[src/rtl/core/med3x3_pkg.sv]
package med3x3_pkg;

    localparam int PIX_W      = 8;
    localparam int LW_W       = 11;
    localparam int FH_W       = 13;
    localparam int ROW_W      = 12;
    localparam int CFG_DATA_W = 13;
    localparam int MAX_HEIGHT = 4096;

    typedef logic [PIX_W-1:0] pixel_t;
    typedef pixel_t [2:0]     trio_t;
    typedef logic             cfg_addr_t;

    localparam cfg_addr_t CFG_LINE_WIDTH   = 1'b0;
    localparam cfg_addr_t CFG_FRAME_HEIGHT = 1'b1;

    typedef struct packed {
        logic row_end;
        logic frame_end;
    } mark_t;

    // ascending: [0] lowest, [2] highest
    function automatic trio_t sort3(input pixel_t a, input pixel_t b, input pixel_t c);
        pixel_t lo;
        pixel_t hi;
        pixel_t m;
        trio_t  r;
        lo   = (a < b) ? a : b;
        hi   = (a < b) ? b : a;
        m    = (hi < c) ? hi : c;
        r[2] = (hi < c) ? c : hi;
        r[0] = (lo < m) ? lo : m;
        r[1] = (lo < m) ? m : lo;
        return r;
    endfunction

    function automatic pixel_t med3(input pixel_t a, input pixel_t b, input pixel_t c);
        pixel_t lo;
        pixel_t hi;
        pixel_t t;
        lo = (a < b) ? a : b;
        hi = (a < b) ? b : a;
        t  = (hi < c) ? hi : c;
        return (lo < t) ? t : lo;
    endfunction

    function automatic pixel_t max3(input pixel_t a, input pixel_t b, input pixel_t c);
        pixel_t t;
        t = (a < b) ? b : a;
        return (t < c) ? c : t;
    endfunction

    function automatic pixel_t min3(input pixel_t a, input pixel_t b, input pixel_t c);
        pixel_t t;
        t = (a < b) ? a : b;
        return (c < t) ? c : t;
    endfunction

endpackage

[src/rtl/core/med3x3_sorter.sv]
module med3x3_sorter (
    input  logic                          clk,
    input  logic                          rst_n,
    input  logic                          in_valid,
    output logic                          in_ready,
    input  med3x3_pkg::pixel_t [8:0]      in_pix,
    input  med3x3_pkg::mark_t             in_mark,
    output logic                          out_valid,
    input  logic                          out_ready,
    output med3x3_pkg::pixel_t            out_median,
    output med3x3_pkg::mark_t             out_mark
);
    import med3x3_pkg::*;

    // stage b: each window column sorted
    logic  b_valid_reg;
    logic  b_valid_next;
    trio_t b_col_reg [3];
    mark_t b_mark_reg;

    // stage c: max of lows, median of middles, min of highs
    logic   c_valid_reg;
    logic   c_valid_next;
    pixel_t c_lo_max_reg;
    pixel_t c_mid_med_reg;
    pixel_t c_hi_min_reg;
    mark_t  c_mark_reg;

    logic c_ready;
    logic b_take;
    logic c_take;

    assign c_ready  = !c_valid_reg || out_ready;
    assign in_ready = !b_valid_reg || c_ready;
    assign b_take   = in_valid && in_ready;
    assign c_take   = b_valid_reg && c_ready;

    always_comb begin
        b_valid_next = b_valid_reg;
        if (in_ready) begin
            b_valid_next = in_valid;
        end
        c_valid_next = c_valid_reg;
        if (c_ready) begin
            c_valid_next = b_valid_reg;
        end
    end

    always_ff @(posedge clk) begin
        if (!rst_n) begin
            b_valid_reg <= 1'b0;
            c_valid_reg <= 1'b0;
        end else begin
            b_valid_reg <= b_valid_next;
            c_valid_reg <= c_valid_next;
        end
    end

    always_ff @(posedge clk) begin
        if (b_take) begin
            for (int k = 0; k < 3; k++) begin
                b_col_reg[k] <= sort3(in_pix[3*k], in_pix[3*k+1], in_pix[3*k+2]);
            end
            b_mark_reg <= in_mark;
        end
        if (c_take) begin
            c_lo_max_reg  <= max3(b_col_reg[0][0], b_col_reg[1][0], b_col_reg[2][0]);
            c_mid_med_reg <= med3(b_col_reg[0][1], b_col_reg[1][1], b_col_reg[2][1]);
            c_hi_min_reg  <= min3(b_col_reg[0][2], b_col_reg[1][2], b_col_reg[2][2]);
            c_mark_reg    <= b_mark_reg;
        end
    end

    assign out_valid  = c_valid_reg;
    assign out_median = med3(c_lo_max_reg, c_mid_med_reg, c_hi_min_reg);
    assign out_mark   = c_mark_reg;

endmodule

[config.mk]
export PLATFORM = sky130hd
export DESIGN_NAME = med3x3_sorter
export DESIGN_NICKNAME = d
export VERILOG_FILES = /design/src/rtl/core/med3x3_pkg.sv /design/src/rtl/core/med3x3_sorter.sv
export SDC_FILE = /design/constraint.sdc
export NUM_CORES = 1
export LEC_CHECK = 0
export BUFFER_PORTS_ARGS = -buffer_cell sky130_fd_sc_hd__buf_2
export CORE_MARGIN = 8
export CORE_UTILIZATION = 44
export CTS_CLUSTER_SIZE = 30
export DETAILED_ROUTE_END_ITERATION = 10
export PLACE_DENSITY = 0.62
export SETUP_SLACK_MARGIN = 0.02
export SLEW_MARGIN = 20
export SYNTH_ARGS = -nofsm -noshare
export SYNTH_HDL_FRONTEND = slang
export SYNTH_SLANG_ARGS = --single-unit
[constraint.sdc]
create_clock -name clk -period 8.85 [get_ports clk]
set_input_delay 0.885 -clock clk [delete_from_list [all_inputs] [get_ports clk]]
set_output_delay 0.885 -clock clk [all_outputs]
set_load 0.05 [all_outputs]
==> summary.txt <==
Synth
  – Area of the mapped netlist: 9700 sq um
  – Area share of the largest cell type after synthesis: 0.310
  – Ranking of synthesized cells by instance count: sky130_fd_sc_hd__ha_1 (133), sky130_fd_sc_hd__inv_1 (132), sky130_fd_sc_hd__edfxtp_1 (100), sky130_fd_sc_hd__mux2i_1 (95), sky130_fd_sc_hd__a21oi_1 (84)
  – Net count of the mapped netlist: 1234
  – Post-synthesis sequential element count: 102
  – Top area cells in the synthesized netlist: sky130_fd_sc_hd__edfxtp_1 (31%), sky130_fd_sc_hd__ha_1 (17%), sky130_fd_sc_hd__mux2i_1 (9.8%)
  – Biggest area consumer among synthesized cells: sky130_fd_sc_hd__edfxtp_1
  – Number of instances in the synthesized netlist: 1023
  – Sequential fraction of the synthesis area: 0.314
  – Most frequent cell after synthesis: sky130_fd_sc_hd__ha_1
  – Count of synthesis-stage warnings from yosys: 0
  – Async set or reset register ratio after synthesis: 0
  – Post-Syn Area per Cell: 9.48 sq um
  – Most used flip-flop cell after synthesis: sky130_fd_sc_hd__edfxtp_1
  – Post-synth EDFFs: 100
  – Count of cell types in the netlist: 69

Timing
  – Peak clock frequency supported by timing: 130 MHz
  – Setup_tns: 0 ns
  – Worst clock skew: 0.00822 ns
  – Max-Slew Margin vs Limit: 0.292
  – Final min period: 7.69 ns
  – Final setup violation count: 0
  – Worst slack on hold paths: 0.424 ns
  – Unrepaired setup endpoints after global routing: no
  – Final period utilization: 0.869
  – Final hold violation count: 0
  – Transition time at the pin with the least slew margin: 1.06 ns
  – Fin. max-slew vios: 0

Clock tree
  – Library cell used as clock root buffer: sky130_fd_sc_hd__clkbuf_16
  – Total CTS buffers: 9
  – # clock sinks: 102
  – Clock latency reported for the late side of the worst-skew pair: 0.36 ns
  – Post-CTS resize count: 0
  – Max H-tree Level: 3
  – Clock transition time at the flip-flop clock pins of the worst setup and hold paths: 0.08 ns
  – Count of hold-fix buffers inserted at cts: 0
  – TritonCTS clock tree: built
  – Max Root-Sink Buffers: 2
  – Total setup buffers inserted after CTS: 0

Power and ir drop
  – Total chip power: 3.52 mW
  – Pwr dens: 327 nW/um^2
  – Largest vdd supply drop: 0.000323 V
  – Static leakage: 5.10 nW

Run
  – Max-cap viol count: 0

Setup path
  – Critical Path Fanout Max: 14
  – Worst setup EP type: output pin
  – Worst setup path category: flip-flop to output pin
  – Data arrival at the endpoint of the critical path: 6.81 ns
  – CP Data Required Time: 7.97 ns
  – Startpoint class of the critical path: flip-flop

Die
  – Initial Util: 0.446
  – Area of the die: 27100 sq um
  – Area of the core: 21800 sq um
  – Die Ht: 164 microns
  – # rows: 54
  – Die X-Extent: 164 microns
  – Number of I/O pins: 90

Place
  – Dpl cells: 1375
  – Total of buffers placed on input and output ports: 89
  – Detailed-placement wirelength estimate: 18800 microns
  – RePlAce Congestion: 0.907

Final layout
  – Final #Nets: 1317
  – Number of flip-flops in the largest register: 72
  – Layout cell share with drive strength beyond 1: 0.175
  – # diodes: 0
  – Layout-stage area growth over the synthesis result: 10.7%
  – Number of non-filler instances in the completed layout: 1391
  – Final Util: 0.494
  – Final-layout fill cell count: 2097

GRT
  – All-layer global routing usage: 0.165
  – First-pass GRT wire length: 35500 microns
  – Global route total overflow: 0
  – Number of antenna violations at the first check in global routing: 0
  – Via count of the first global-routing pass: 7225
  – Pin count of the biggest net entering global routing: 75

Routing
  – Wire per inst: 16.0 microns
  – Starting DRT DRC Count: 387
  – Detailed-routing iteration count for the pre-antenna-repair pass: 5
  – Number of vias after detailed routing: 7498
  – Antenna Nets Post-Route: 0
  – Vias per inst: 5.39
  – Final WL: 22200 microns
  – Number of design rule violations left after detail routing: 0

Hold path
  – Path class of the lowest-slack min-delay path: flip-flop to flip-flop

Status
  – Result of the run: completed
==> report_power, final <==
group / switching [mW] / leakage, nW / internal (mW)
sequential: 0.0824 / 0.985 / 0.708
combinational: 1.45 / 3.97 / 0.891
clock: 0.187 / 0.142 / 0.197
==> layout make-up <==
class / instances / area, sq um / area share
Inverter: 132 / 495 / 0.0461
Multi-Input combinational cell: 764 / 6060 / 0.564
Clock inverter: 7 / 61.3 / 0.00571
Sequential cell: 102 / 3040 / 0.283
Tap cell: 280 / 350 / 0.0326
Clock buffer: 9 / 225 / 0.0210
Timing Repair Buffer: 97 / 505 / 0.0471
==> critical path, stage by stage (launching register included) <==
cell and delay [ns]:
sky130_fd_sc_hd__edfxtp_1 0.41, sky130_fd_sc_hd__ha_1 0.32, sky130_fd_sc_hd__and2_1 0.17, sky130_fd_sc_hd__a221oi_1 0.52, sky130_fd_sc_hd__o21bai_1 0.19, sky130_fd_sc_hd__nor2_2 0.43, sky130_fd_sc_hd__buf_4 0.27, sky130_fd_sc_hd__mux2_2 0.36
sky130_fd_sc_hd__ha_1 0.27, sky130_fd_sc_hd__o21ai_0 0.06, sky130_fd_sc_hd__a221o_1 0.32, sky130_fd_sc_hd__a22oi_1 0.85, sky130_fd_sc_hd__mux2i_1 0.35, sky130_fd_sc_hd__ha_1 0.29, sky130_fd_sc_hd__a21o_1 0.17, sky130_fd_sc_hd__a21o_1 0.17
sky130_fd_sc_hd__a211oi_1 0.26, sky130_fd_sc_hd__nand2_1 0.31, sky130_fd_sc_hd__o21ai_0 0.16, sky130_fd_sc_hd__nor4b_1 0.23, sky130_fd_sc_hd__buf_2 0.31
==> placed cells by master, fill, tap and decap left out, types with 3 or more instances in the layout <==
cell type	n
sky130_fd_sc_hd__ha_1	133
sky130_fd_sc_hd__inv_1	132
sky130_fd_sc_hd__edfxtp_1	100
sky130_fd_sc_hd__mux2i_1	95
sky130_fd_sc_hd__buf_2	89
sky130_fd_sc_hd__a21oi_1	84
sky130_fd_sc_hd__nor2_1	67
sky130_fd_sc_hd__o21ai_0	60
sky130_fd_sc_hd__mux2_2	55
sky130_fd_sc_hd__nand2_1	51
sky130_fd_sc_hd__a21o_1	23
sky130_fd_sc_hd__nor2b_1	21
sky130_fd_sc_hd__nor3_1	17
sky130_fd_sc_hd__o21a_1	15
sky130_fd_sc_hd__nand4_1	11
sky130_fd_sc_hd__nand3_1	10
sky130_fd_sc_hd__nand2b_1	10
sky130_fd_sc_hd__a211oi_1	10
sky130_fd_sc_hd__clkbuf_16	9
sky130_fd_sc_hd__or2_2	8
sky130_fd_sc_hd__buf_4	8
sky130_fd_sc_hd__and3_1	7
sky130_fd_sc_hd__o211a_1	7
sky130_fd_sc_hd__or3_1	6
sky130_fd_sc_hd__inv_6	6
sky130_fd_sc_hd__o211ai_1	5
sky130_fd_sc_hd__and4_1	4
sky130_fd_sc_hd__nor4_1	3
sky130_fd_sc_hd__a221oi_1	3
sky130_fd_sc_hd__o21bai_1	3
sky130_fd_sc_hd__a21boi_0	3
sky130_fd_sc_hd__a31oi_1	3
sky130_fd_sc_hd__o21ai_1	3
sky130_fd_sc_hd__a2bb2oi_1	3
==> per-layer routing <==
| layer | up-vias | part of all wire | GRT usage |
|---|---|---|---|
| met4 | 0 | 0.015 | 0.0516 |
| met5 | - | 0 | 0 |
| met2 | 99 | 0.48 | 0.290 |
| met3 | 20 | 0.027 | 0.0227 |
| met1 | 3463 | 0.47 | 0.206 |
| li1 | 3916 | - | - |
==> metrics by stage <==
stage	cell area, sq um	worst slack [ns]
2_1_floorplan	9700	1.76
3_3_place_gp	10400	1.67
3_5_place_dp	10400	1.58
4_1_cts	10700	1.17
5_1_grt	10700	0.538
6_report	10700	1.16
==> final timing paths <==
path,startpoint,endpoint,slack (ns),depth (start not counted)
min reg2reg,b_mark_reg[0]$_DFFE_PP_,out_mark[0]$_DFFE_PP_,0.42,0
max,c_lo_max_reg[6]$_DFFE_PP_,out_median[0],1.16,20
max reg2reg,b_col_reg[0][13]$_DFFE_PP_,c_mid_med_reg[0]$_DFFE_PP_,2.22,22
min,b_mark_reg[0]$_DFFE_PP_,out_mark[0]$_DFFE_PP_,0.42,0
==> cell families (layout without fill, tap and decap cells) <==
kind of cell             count (synthesis)  count (layout)  synth area share
AO/OA/AOI/OAI                          252             252             0.172
AND/OR/NAND/NOR                        227             227             0.116
buffers and inverters                  157             245            0.0628
multiplexers                           152             152             0.165
adder cells (fa/ha/maj)                133             133             0.172
flip-flops                             102             102             0.314
No activity file was read; power rests on OpenSTA's default activity.
